===== config.mk =====
export PLATFORM = sky130hd
export DESIGN_NAME = msb_first_bit_packer_unpacker_top
export DESIGN_NICKNAME = d
export VERILOG_FILES = /design/src/sv/mbpu_pkg.sv /design/src/sv/mbpu_ram.sv /design/src/sv/mbpu_ctrl.sv /design/src/sv/mbpu_dp.sv /design/src/sv/msb_first_bit_packer_unpacker_top.sv
export SDC_FILE = /design/constraint.sdc
export NUM_CORES = 2
export LEC_CHECK = 0
export BUFFER_PORTS_ARGS = -buffer_cell sky130_fd_sc_hd__buf_2
export CAP_MARGIN = 15
export CORE_ASPECT_RATIO = 2
export CORE_UTILIZATION = 40
export CTS_BUF_LIST = sky130_fd_sc_hd__clkbuf_16
export DETAILED_ROUTE_END_ITERATION = 6
export SLEW_MARGIN = 10
export SYNTH_ARGS = -nofsm -noshare
export SYNTH_HDL_FRONTEND = slang
export SYNTH_SLANG_ARGS = --single-unit

===== constraint.sdc =====
create_clock -name i_clk -period 23 [get_ports i_clk]
set_clock_uncertainty 0.15 [all_clocks]
set_input_delay 5.75 -clock i_clk [delete_from_list [all_inputs] [get_ports i_clk]]
set_output_delay 5.75 -clock i_clk [all_outputs]
set_load 0.02 [all_outputs]

===== src/sv/mbpu_pkg.sv =====
// ----------------------------------------------------------------------------
// mbpu_pkg
// Shared types and constants for the MSB-first bit packer / unpacker.
// ----------------------------------------------------------------------------
package mbpu_pkg;

    localparam int STORE_BYTES_DEF = 256;

    localparam int BYTE_W    = 8;
    localparam int KIND_W    = 2;
    localparam int NBITS_W   = 4;
    localparam int IDX_W     = 9;
    localparam int LEFT_W    = 4;
    localparam int BUF_LEN_W = 9;

    localparam logic [BUF_LEN_W-1:0] BUF_LEN_RST = 9'd256;
    localparam logic [LEFT_W-1:0]    LEFT_FULL   = 4'd8;

    // item kinds; the fourth code is refused
    localparam logic [KIND_W-1:0] KIND_REWIND = 2'd0;
    localparam logic [KIND_W-1:0] KIND_PUT    = 2'd1;
    localparam logic [KIND_W-1:0] KIND_GET    = 2'd2;

    typedef enum logic [1:0] {
        S_IDLE,
        S_FIRST,
        S_SECOND
    } t_state;

    typedef struct packed {
        logic accept;     // latch item and precomputed cursor
        logic cap_b0;     // keep first store byte
        logic rd_en;
        logic rd_second;  // read the byte after the cursor byte
        logic wr_en;
        logic wr_second;  // write the byte after the cursor byte
        logic finish;     // load result, update cursor
    } t_cmd;

    typedef struct packed {
        logic span_go;    // accepted field spans two bytes and goes ahead
        logic do_write;   // accepted put that goes ahead
        logic out_free;   // result register can take a new result
    } t_status;

endpackage


===== src/sv/mbpu_ram.sv =====
// ----------------------------------------------------------------------------
// mbpu_ram
// Generic single-write, single-read RAM with registered, enabled read.
// ----------------------------------------------------------------------------
module mbpu_ram #(
    parameter int WIDTH = 8,
    parameter int DEPTH = 256
) (
    input  logic                     i_clk,
    input  logic                     i_wr_en,
    input  logic [$clog2(DEPTH)-1:0] i_wr_addr,
    input  logic [WIDTH-1:0]         i_wr_data,
    input  logic                     i_rd_en,
    input  logic [$clog2(DEPTH)-1:0] i_rd_addr,
    output logic [WIDTH-1:0]         o_rd_data
);

    logic [WIDTH-1:0] r_mem [DEPTH];
    logic [WIDTH-1:0] r_rd_data;

    always_ff @(posedge i_clk) begin
        if (i_wr_en) begin
            r_mem[i_wr_addr] <= i_wr_data;
        end
        if (i_rd_en) begin
            r_rd_data <= r_mem[i_rd_addr];
        end
    end

    assign o_rd_data = r_rd_data;

endmodule


===== src/sv/mbpu_ctrl.sv =====
// ----------------------------------------------------------------------------
// mbpu_ctrl
// Sequencer: at most one store read per cycle, read-modify-write over up to two bytes.
// ----------------------------------------------------------------------------
module mbpu_ctrl (
    input  logic              i_clk,
    input  logic              i_rst_n,
    input  logic              i_in_valid,
    output logic              o_in_ready,
    input  mbpu_pkg::t_status i_status,
    output mbpu_pkg::t_cmd    o_cmd
);

    mbpu_pkg::t_state r_state;
    mbpu_pkg::t_state n_state;

    always_ff @(posedge i_clk) begin
        if (!i_rst_n) begin
            r_state <= mbpu_pkg::S_IDLE;
        end else begin
            r_state <= n_state;
        end
    end

    always_comb begin
        n_state    = r_state;
        o_cmd      = '0;
        o_in_ready = 1'b0;
        case (r_state)
            mbpu_pkg::S_IDLE: begin
                o_in_ready = 1'b1;
                if (i_in_valid) begin
                    o_cmd.accept = 1'b1;
                    o_cmd.rd_en  = 1'b1;
                    n_state      = mbpu_pkg::S_FIRST;
                end
            end
            mbpu_pkg::S_FIRST: begin
                // store data holds while stalled, since no read is issued
                o_cmd.cap_b0 = 1'b1;
                if (i_status.span_go) begin
                    o_cmd.rd_en     = 1'b1;
                    o_cmd.rd_second = 1'b1;
                    o_cmd.wr_en     = i_status.do_write;
                    n_state         = mbpu_pkg::S_SECOND;
                end else if (i_status.out_free) begin
                    o_cmd.wr_en  = i_status.do_write;
                    o_cmd.finish = 1'b1;
                    n_state      = mbpu_pkg::S_IDLE;
                end
            end
            mbpu_pkg::S_SECOND: begin
                if (i_status.out_free) begin
                    o_cmd.wr_en     = i_status.do_write;
                    o_cmd.wr_second = 1'b1;
                    o_cmd.finish    = 1'b1;
                    n_state         = mbpu_pkg::S_IDLE;
                end
            end
            default: begin
                n_state = mbpu_pkg::S_IDLE;
            end
        endcase
    end

endmodule


===== src/sv/mbpu_dp.sv =====
// ----------------------------------------------------------------------------
// mbpu_dp
// Datapath: bit cursor, length register, field shifting and result register.
// ----------------------------------------------------------------------------
module mbpu_dp #(
    parameter int STORE_BYTES = mbpu_pkg::STORE_BYTES_DEF
) (
    input  logic                               i_clk,
    input  logic                               i_rst_n,
    input  mbpu_pkg::t_cmd                     i_cmd,
    output mbpu_pkg::t_status                  o_status,
    input  logic                               i_cfg_we,
    input  logic [mbpu_pkg::BUF_LEN_W-1:0]     i_cfg_wdata,
    input  logic [mbpu_pkg::KIND_W-1:0]        i_kind,
    input  logic [mbpu_pkg::BYTE_W-1:0]        i_bits,
    input  logic [mbpu_pkg::NBITS_W-1:0]       i_nbits,
    output logic                               o_ram_rd_en,
    output logic [$clog2(STORE_BYTES)-1:0]     o_ram_rd_addr,
    input  logic [mbpu_pkg::BYTE_W-1:0]        i_ram_rd_data,
    output logic                               o_ram_wr_en,
    output logic [$clog2(STORE_BYTES)-1:0]     o_ram_wr_addr,
    output logic [mbpu_pkg::BYTE_W-1:0]        o_ram_wr_data,
    output logic                               o_out_valid,
    input  logic                               i_out_ready,
    output logic [mbpu_pkg::BYTE_W-1:0]        o_read_value,
    output logic [mbpu_pkg::IDX_W-1:0]         o_bytes_used,
    output logic                               o_error
);

    localparam int ADDR_W = $clog2(STORE_BYTES);

    // cursor and length
    logic [mbpu_pkg::IDX_W-1:0]     r_byte_index;
    logic [mbpu_pkg::LEFT_W-1:0]    r_bits_left;
    logic [mbpu_pkg::BUF_LEN_W-1:0] r_buf_len;

    // latched item
    logic [mbpu_pkg::KIND_W-1:0]    r_kind;
    logic [mbpu_pkg::BYTE_W-1:0]    r_bits;
    logic [mbpu_pkg::BYTE_W-1:0]    r_mask;
    logic [mbpu_pkg::BYTE_W-1:0]    r_keep;
    logic [3:0]                     r_sh;
    logic                           r_span;
    logic                           r_err;
    logic [mbpu_pkg::IDX_W:0]       r_idx;
    logic [mbpu_pkg::IDX_W:0]       r_idx_p1;
    logic [mbpu_pkg::IDX_W-1:0]     r_nidx;
    logic [mbpu_pkg::LEFT_W-1:0]    r_nleft;
    logic [mbpu_pkg::BYTE_W-1:0]    r_b0;

    // result
    logic                           r_out_valid;
    logic [mbpu_pkg::BYTE_W-1:0]    r_read_value;
    logic [mbpu_pkg::IDX_W-1:0]     r_bytes_used;
    logic                           r_error;

    // precompute at accept
    logic [mbpu_pkg::IDX_W:0]       cur_idx;
    logic [mbpu_pkg::LEFT_W-1:0]    cur_left;
    logic                           cur_span;
    logic [mbpu_pkg::IDX_W:0]       idx_p1;
    logic [mbpu_pkg::IDX_W:0]       last;
    logic [4:0]                     sh5;
    logic                           width_bad;
    logic                           overrun;
    logic                           acc_err;
    logic [15:0]                    mask16;
    logic [mbpu_pkg::BYTE_W-1:0]    keep;
    logic [mbpu_pkg::LEFT_W-1:0]    nleft;

    // finish
    logic [mbpu_pkg::IDX_W-1:0]     fin_idx;
    logic [mbpu_pkg::LEFT_W-1:0]    fin_left;
    logic [15:0]                    w_get;
    logic [15:0]                    w_put;
    logic [mbpu_pkg::BYTE_W-1:0]    get_val;

    // lazy advance: an exhausted byte is left only when the next field starts
    assign cur_idx   = {1'b0, r_byte_index} +
                       ((r_bits_left == '0) ? 10'd1 : 10'd0);
    assign cur_left  = (r_bits_left == '0) ? mbpu_pkg::LEFT_FULL : r_bits_left;
    assign cur_span  = i_nbits > cur_left;
    assign idx_p1    = cur_idx + 10'd1;
    assign last      = cur_span ? idx_p1 : cur_idx;
    assign sh5       = 5'd8 + {1'b0, cur_left} - {1'b0, i_nbits};
    assign width_bad = (i_nbits == '0) || (i_nbits > 4'd8);
    assign overrun   = (last >= {1'b0, r_buf_len}) ||
                       (32'(last) >= 32'(STORE_BYTES));
    assign mask16    = (16'd1 << i_nbits) - 16'd1;
    assign keep      = 8'hFF << cur_left;
    assign nleft     = cur_span ? sh5[3:0] : (cur_left - i_nbits);

    always_comb begin
        if (i_kind == mbpu_pkg::KIND_REWIND) begin
            acc_err = 1'b0;
        end else if (i_kind == mbpu_pkg::KIND_PUT || i_kind == mbpu_pkg::KIND_GET) begin
            acc_err = width_bad || overrun;
        end else begin
            acc_err = 1'b1;
        end
    end

    always_comb begin
        if (r_kind == mbpu_pkg::KIND_REWIND) begin
            fin_idx  = '0;
            fin_left = mbpu_pkg::LEFT_FULL;
        end else if (r_err) begin
            fin_idx  = r_byte_index;
            fin_left = r_bits_left;
        end else begin
            fin_idx  = r_nidx;
            fin_left = r_nleft;
        end
    end

    // 16-bit window over the cursor byte and the one after it
    assign w_get   = r_span ? {r_b0, i_ram_rd_data} : {i_ram_rd_data, 8'h00};
    assign get_val = 8'(w_get >> r_sh) & r_mask;
    assign w_put   = {i_ram_rd_data & r_keep, 8'h00} | (16'(r_bits & r_mask) << r_sh);

    always_ff @(posedge i_clk) begin
        if (!i_rst_n) begin
            r_byte_index <= '0;
            r_bits_left  <= mbpu_pkg::LEFT_FULL;
            r_buf_len    <= mbpu_pkg::BUF_LEN_RST;
            r_out_valid  <= 1'b0;
        end else begin
            if (i_cfg_we) begin
                r_buf_len <= i_cfg_wdata;
            end
            if (i_cmd.finish) begin
                r_byte_index <= fin_idx;
                r_bits_left  <= fin_left;
                r_out_valid  <= 1'b1;
            end else if (i_out_ready) begin
                r_out_valid  <= 1'b0;
            end
        end
    end

    always_ff @(posedge i_clk) begin
        if (i_cmd.accept) begin
            r_kind   <= i_kind;
            r_bits   <= i_bits;
            r_mask   <= mask16[7:0];
            r_keep   <= keep;
            r_sh     <= sh5[3:0];
            r_span   <= cur_span;
            r_err    <= acc_err;
            r_idx    <= cur_idx;
            r_idx_p1 <= idx_p1;
            r_nidx   <= last[mbpu_pkg::IDX_W-1:0];
            r_nleft  <= nleft;
        end
        if (i_cmd.cap_b0) begin
            r_b0 <= i_ram_rd_data;
        end
        if (i_cmd.finish) begin
            r_read_value <= (r_kind == mbpu_pkg::KIND_GET && !r_err) ? get_val : '0;
            r_bytes_used <= fin_idx +
                            ((fin_left != mbpu_pkg::LEFT_FULL) ? 9'd1 : 9'd0);
            r_error      <= r_err;
        end
    end

    assign o_status.span_go  = r_span && !r_err && (r_kind != mbpu_pkg::KIND_REWIND);
    assign o_status.do_write = (r_kind == mbpu_pkg::KIND_PUT) && !r_err;
    assign o_status.out_free = !r_out_valid || i_out_ready;

    assign o_ram_rd_en   = i_cmd.rd_en;
    assign o_ram_rd_addr = ADDR_W'(i_cmd.rd_second ? r_idx_p1 : cur_idx);
    assign o_ram_wr_en   = i_cmd.wr_en;
    assign o_ram_wr_addr = ADDR_W'(i_cmd.wr_second ? r_idx_p1 : r_idx);
    assign o_ram_wr_data = i_cmd.wr_second ? w_put[7:0] : w_put[15:8];

    assign o_out_valid  = r_out_valid;
    assign o_read_value = r_read_value;
    assign o_bytes_used = r_bytes_used;
    assign o_error      = r_error;

endmodule


===== src/sv/msb_first_bit_packer_unpacker_top.sv =====
// ----------------------------------------------------------------------------
// msb_first_bit_packer_unpacker_top
// Packs and unpacks 1..8 bit fields, MSB first, over a byte store.
// ----------------------------------------------------------------------------
// An item whose field lies in one byte, a rewind and a refused item pass
// through S_IDLE and S_FIRST, and the result is registered as it leaves
// S_FIRST. A field that spans two bytes also passes through S_SECOND, and
// its result is registered as it leaves S_SECOND, because the store has one
// read port and the second byte is read (or written) in a cycle of its own.
// A new item can be accepted in the cycle after a result is registered, while
// that result still waits to be taken; a result is held back only if the
// previous one has not left. The store is not cleared after reset, so there
// is no start-up pass: a get of a byte never written returns an undefined
// value. The user must write buf_len only while idle; it is not enforced.
// ----------------------------------------------------------------------------
module msb_first_bit_packer_unpacker_top #(
    parameter int STORE_BYTES = mbpu_pkg::STORE_BYTES_DEF
) (
    input  logic                           i_clk,
    input  logic                           i_rst_n,
    input  logic                           i_cfg_we,
    input  logic [mbpu_pkg::BUF_LEN_W-1:0] i_cfg_wdata,
    input  logic                           i_in_valid,
    output logic                           o_in_ready,
    input  logic [mbpu_pkg::KIND_W-1:0]    i_kind,
    input  logic [mbpu_pkg::BYTE_W-1:0]    i_bits,
    input  logic [mbpu_pkg::NBITS_W-1:0]   i_nbits,
    output logic                           o_out_valid,
    input  logic                           i_out_ready,
    output logic [mbpu_pkg::BYTE_W-1:0]    o_read_value,
    output logic [mbpu_pkg::IDX_W-1:0]     o_bytes_used,
    output logic                           o_error
);

    localparam int ADDR_W = $clog2(STORE_BYTES);

    mbpu_pkg::t_cmd    cmd;
    mbpu_pkg::t_status status;

    logic                        ram_rd_en;
    logic [ADDR_W-1:0]           ram_rd_addr;
    logic [mbpu_pkg::BYTE_W-1:0] ram_rd_data;
    logic                        ram_wr_en;
    logic [ADDR_W-1:0]           ram_wr_addr;
    logic [mbpu_pkg::BYTE_W-1:0] ram_wr_data;

    mbpu_ctrl u_ctrl (
        .i_clk      (i_clk),
        .i_rst_n    (i_rst_n),
        .i_in_valid (i_in_valid),
        .o_in_ready (o_in_ready),
        .i_status   (status),
        .o_cmd      (cmd)
    );

    mbpu_dp #(
        .STORE_BYTES (STORE_BYTES)
    ) u_dp (
        .i_clk         (i_clk),
        .i_rst_n       (i_rst_n),
        .i_cmd         (cmd),
        .o_status      (status),
        .i_cfg_we      (i_cfg_we),
        .i_cfg_wdata   (i_cfg_wdata),
        .i_kind        (i_kind),
        .i_bits        (i_bits),
        .i_nbits       (i_nbits),
        .o_ram_rd_en   (ram_rd_en),
        .o_ram_rd_addr (ram_rd_addr),
        .i_ram_rd_data (ram_rd_data),
        .o_ram_wr_en   (ram_wr_en),
        .o_ram_wr_addr (ram_wr_addr),
        .o_ram_wr_data (ram_wr_data),
        .o_out_valid   (o_out_valid),
        .i_out_ready   (i_out_ready),
        .o_read_value  (o_read_value),
        .o_bytes_used  (o_bytes_used),
        .o_error       (o_error)
    );

    mbpu_ram #(
        .WIDTH (mbpu_pkg::BYTE_W),
        .DEPTH (STORE_BYTES)
    ) u_store (
        .i_clk     (i_clk),
        .i_wr_en   (ram_wr_en),
        .i_wr_addr (ram_wr_addr),
        .i_wr_data (ram_wr_data),
        .i_rd_en   (ram_rd_en),
        .i_rd_addr (ram_rd_addr),
        .o_rd_data (ram_rd_data)
    );

endmodule


# Word-level counts from Yosys, hierarchy flattened
# Memories as Yosys holds them, arrays and structs flattened. A register that Yosys moved wholly into a read port is not among the register bits.
# Cells that the tools add are included.
# totals
mem_bits_rw	2048
register_bits	112
out_inout_bits	20
wordCells	103
mem_count	1
inputBits	28
# op_classes
muxes	37
n_eq_ne	8
bitwise	4
addsub	7
reduce_logical	18
shift	4
order_cmp	4
# memory_table
memory	words	word_bits	read_ports	rd_clocked_by_memory_dff	write_ports	line_no	source
u_store.r_mem	256	8	1	1	1	mbpu_ram.sv:18	logic [WIDTH-1:0] r_mem [DEPTH];
# op_table
op	n
$and 8x8->8	3
$mux 8	3
$mux 9	2
$mux 1	17
$mux 16	1
$mux 4	4
$or 16x16->16	1
$shl 16x4->16	1
$shr 16x4->8	1
$add 10x1->10 const B	1
$add 9x1->10	1
$ge 10x9->1	1
$ge 10x9->1 const B	1
$mux 10	1
$add 9x9->9	1
$logic_not 4->1	2
$mux 2	4
$shl 1x4->8 const A	1
$shl 8x4->8 const A	1
$sub 4x4->4	2
$sub 8x1->8 const B	1
$eq 2x1->1 const B	3
$eq 2x2->1 const B	3
$logic_not 2->1	3
other kinds (12)	23

# Longest topological paths before layout
# depth
depth_word	9
mapped_depth	19
depth_no_buf	17

# Hierarchy
# Synthesis repeated with hierarchy kept, for this count alone.
# hier_totals
cells_unflattened	4367
area_unflattened_um2	86315.3
# by_module_without_submodules
module	seq_area_each_um2	cells_each	n_inst	area_per_inst_um2
mbpu_ram	61739.2	3733	1	79636.4
mbpu_dp	3012.9	605	1	6459.9
mbpu_ctrl	40.0	29	1	219.0

# Worst setup path before layout
# No wires, ideal clock.
# synth_timing
kind	input-to-reg
startpoint	in i_out_ready
endpoint	mem u_store.r_mem[0][7] (data pin)
path_buffers	3
slack_ns	3.703
path_stages	7
arrival_time_ns	16.960
setup_ns	2.187
t_required_ns	20.663
cell_sequence	nand2b_1 -> and2_1 -> clkbuf_1 -> clkbuf_1 -> clkbuf_1 -> xnor2_1 -> o21ai_0
# synth_via
elab_chain_cells	4
# synth_rtl
element	line_no	source
start: declaration	msb_first_bit_packer_unpacker_top.sv:29	input logic i_out_ready,
$logic_or 1x1->1	mbpu_dp.sv:168	assign o_status.out_free = !r_out_valid || i_out_ready;
$mux 3	mbpu_ctrl.sv:53	if (i_status.out_free) begin
$mux 1	mbpu_ctrl.sv:29	case (r_state)
$mux 8	mbpu_dp.sv:174	assign o_ram_wr_data = i_cmd.wr_second ? w_put[7:0] : w_put[15:8];
named net ram_wr_data, one bit	msb_first_bit_packer_unpacker_top.sv:45	logic [mbpu_pkg::BYTE_W-1:0] ram_wr_data;
end: declaration	mbpu_ram.sv:18	
# The timed path passes the listed nets, and every way through them passes these cells.

# Final worst setup path
# layout_timing
startpoint	in i_out_ready
endpoint	mem u_store.r_mem[30][7] (data pin)
# The elaborated chain is that of the path after synthesis.

==> reports/metrics.csv <==
stage,metric,value,unit
cts,clockBufferDepth,4,
detailed_routing,drc_errors,0,
setup_path,r2r_setup_slack,15.46,ns
cts,cts_made_buffers,179,
cts,cts_hold_buf,0,
power,p_per_area,84.0,nW/um^2
timing,tightest_slew,1.22,ns
grt,track_usage,24.2,%
timing,period_minus_slack,9.28,ns
logic_synthesis,synthFlopType,edfxtp_1,
cts,post_cts_buffers,0,
cts,root_buffer,clkbuf_16,
detailed_routing,wl_per_cell,29.7,microns
run,cap_viol_max_count,0,
timing,fin_crit_sh,40.3,%
logic_synthesis,synthArstFlopShare,0,%
cells_and_area,seq_area,64800,sq um
cts,clock_latency,0.87,ns
cells_and_area,fillers,19342,
detailed_routing,route.antenna.remaining_nets,0,
cts,path_clk_slew,0.07,ns
setup_path,rr_worst_depth,14,
logic_synthesis,syn_inst,6327,
setup_path,setup.worst_path.class,input pin to register,
cells_and_area,layout-area-overhead-vs-synth,10.2,%
cells_and_area,multi_input_area,21500,sq um
cells_and_area,final_core_util,44.4,%
detailed_routing,drt-initial-drc-count,5445,
logic_synthesis,synth_cell_type_count,80,
cts,htree_levels,4,
detailed_routing,routed_via_density,5.89,
setup_path,rr_endpoint,u_store.o_rd_data[1]$_DFFE_PP_,
logic_synthesis,yosys-top-cells-area,"edfxtp_1 73%, nand2_1 6.0%, mux2i_1 2.4%, a21oi_1 2.3%, mux4_2 2.0%",
cts,cts_sinks,2166,
logic_synthesis,ys_warn_count,0,
timing,maxSlewViolCount,0,
grt,grt_max_degree,178,
logic_synthesis,syn-num-nets,6384,
setup_path,worst-path-max-fanout,66,
cells_and_area,drive_above_1_share,9.26,%
cells_and_area,fin_nets,6319,
setup_path,critical_path.endpoint,u_store.r_mem[30][7]$_DFFE_PP_,
logic_synthesis,synth-edff-count,2141,
cts,cts_tree,built,
placed_design,dp_hpwl,168,mm
setup_path,cp-start-kind,input pin,
logic_synthesis,synth_top_cell_by_area,edfxtp_1,
grt,grt_pass1_vias,54307,
logic_synthesis,synthesis.area,88200,sq um
grt,grt_first_pass_wirelength,387,mm
detailed_routing,wl,274,mm
power,power_leakage,32.7,nW
logic_synthesis,ys_seq_area_share,73.5,%
detailed_routing,first_pass_iters,6,
floorplanning,pin_count,48,
placed_design,dpl_cell_area,91400,sq um
setup_path,r2r_start,u_ctrl.r_state[1]$_SDFFE_PN0P_,
timing,tns,0,ns
timing,rsz0062_at_grt,no,
grt,grt_overflow,0,
timing,finalHoldViolCount,0,
floorplanning,initial_utilization,40.3,%
placed_design,port_buffers,47,
setup_path,startpoint,i_out_ready,
cts,ctsResizeCount,0,
grt,antenna_found_initial,6,
floorplanning,dieArea,222000,sq um
power,total_power,8.17,mW
logic_synthesis,ys_ff_latch,2166,
floorplanning,core,219000,sq um
floorplanning,placementRows,243,
floorplanning,die_w,334,microns
cells_and_area,fin_area,97200,sq um
setup_path,endpoint_kind,register,
detailed_routing,num_vias,54297,
timing,max_slew_margin,17.6,%
floorplanning,fp.dieH,666,microns
timing,setup_viol,0,
hold_path,hold_path_startpoint,u_dp.r_buf_len[8]$_SDFFE_PN1P_,
timing,max_freq,0.108,GHz
timing,holdWs,0.368,ns
logic_synthesis,syn_area_per_cell,13.9,sq um
outcome,status,"finished, final reports clean",
setup_path,cp.required,23.39,ns
setup_path,crit_arrival,9.67,ns
power,ir_worst_vdd,69.0,uV
hold_path,hp-class,register to register,
placed_design,place.gp.congestion,0.907,
logic_synthesis,synth_top_area_share,72.9,%
cells in the mapped netlist (all sizes together) (7+ instances only):
master   number
a2111oi     114
a211o         7
a211oi       78
a21boi       12
a21oi       413
a221oi       12
a22oi        27
a311oi       31
a31oi        94
and2          9
and3        111
buf         217
clkbuf      204
dfxtp        25
edfxtp     2141
ha           25
inv          41
mux2         26
mux2i       213
mux4         77
nand2      1401
nand3       216
nand3b       14
nand4        10
nor2        325
nor2b        28
nor3        130
nor4         14
o21ai        72
o221ai       56
o22ai        43
o31ai        16
o41ai         9
or3          15
xnor2        18
xor2         15
area by class of cell:
type                       instances  area share, %
sequential                      2166           66.6
multi-input combinational       3698           22.1
clock buffer                     182           4.68
tap                             2817           3.63
timing repair buffer             175           1.47
clock inverter                   132           1.31
inverter                          42          0.162
antenna                            6         0.0154
state kept, by name, summed over array words and instances (netlist names), 9 cells and up:
signal	flops
u_dp.r_byte_index	9
u_dp.o_bytes_used	9
u_store.r_mem	2048
u_dp.r_nidx	9
u_dp.r_buf_len	9
logic make-up after synthesis:
kind of cell,share of synthesized area [%]
xor gates and xnor gates,0.328
DFF,73.5
and+or+nand+nor,10.9
buffers and inverters,2.51
adders and majority gates,0.446
other,0.00425
muxes,4.72
AOI/OAI and AO/OA,7.63
routing by layer:
metal / up-vias / GRT usage [%] / routed length, microns
met4: 0 / 19.4 / 25300
met1: 27280 / 25.8 / 90300
met3: 734 / 2.83 / 17000
met2: 2622 / 43.3 / 141000
li1: 23661 / - / -
met5: - / 0 / 0
critical path: stages:
cell	delay [ns]
buf_2	0.07
nand2b_1	0.24
and2_1	0.17
buf_4	0.37
xnor2_1	0.35
o21ai_4	0.99
buf_4	0.84
buf_4	0.68
where the power goes:
part / switching, mW / internal, mW
registers: 0.0158 / 4.47
clock network: 1.42 / 1.71
logic: 0.442 / 0.106
total: 1.88 / 6.29
how the worst min path moves through the flow:
stage / end / slack (ns) / depth (start not counted)
after global placement: u_dp.r_buf_len[1]$_SDFFE_PN0P_ / 0.36 / 2
final: u_dp.r_buf_len[8]$_SDFFE_PN1P_ / 0.37 / 2
after detailed placement: u_dp.r_bits_left[3]$_SDFFE_PN1P_ / 0.35 / 2
after CTS: u_dp.r_buf_len[8]$_SDFFE_PN1P_ / 0.37 / 2
after global routing: u_dp.r_bits_left[3]$_SDFFE_PN1P_ / 0.40 / 2
after floorplan: u_dp.r_bits_left[3]$_SDFFE_PN1P_ / 0.31 / 2
metrics by stage:
step / std cells / setup slack, ns
CTS: 9211 / 13.76
finish: 9218 / 13.72
global placement: 8893 / 12.90
global route: 9214 / 13.61
floorplan: 6327 / 3.70
detailed placement: 8897 / 12.88
layout by cell type, fill, tap and decap left out, drive strengths merged, types with 77 or more instances in the layout:
cell type / instances
a211oi: 78
a31oi: 94
mux2i: 213
edfxtp: 2141
buf: 174
nand2: 1401
nor3: 130
nand3: 216
and3: 111
nor2: 325
clkbuf: 183
a21oi: 413
mux4: 77
a2111oi: 114
Power figures use the tool's default switching activity.
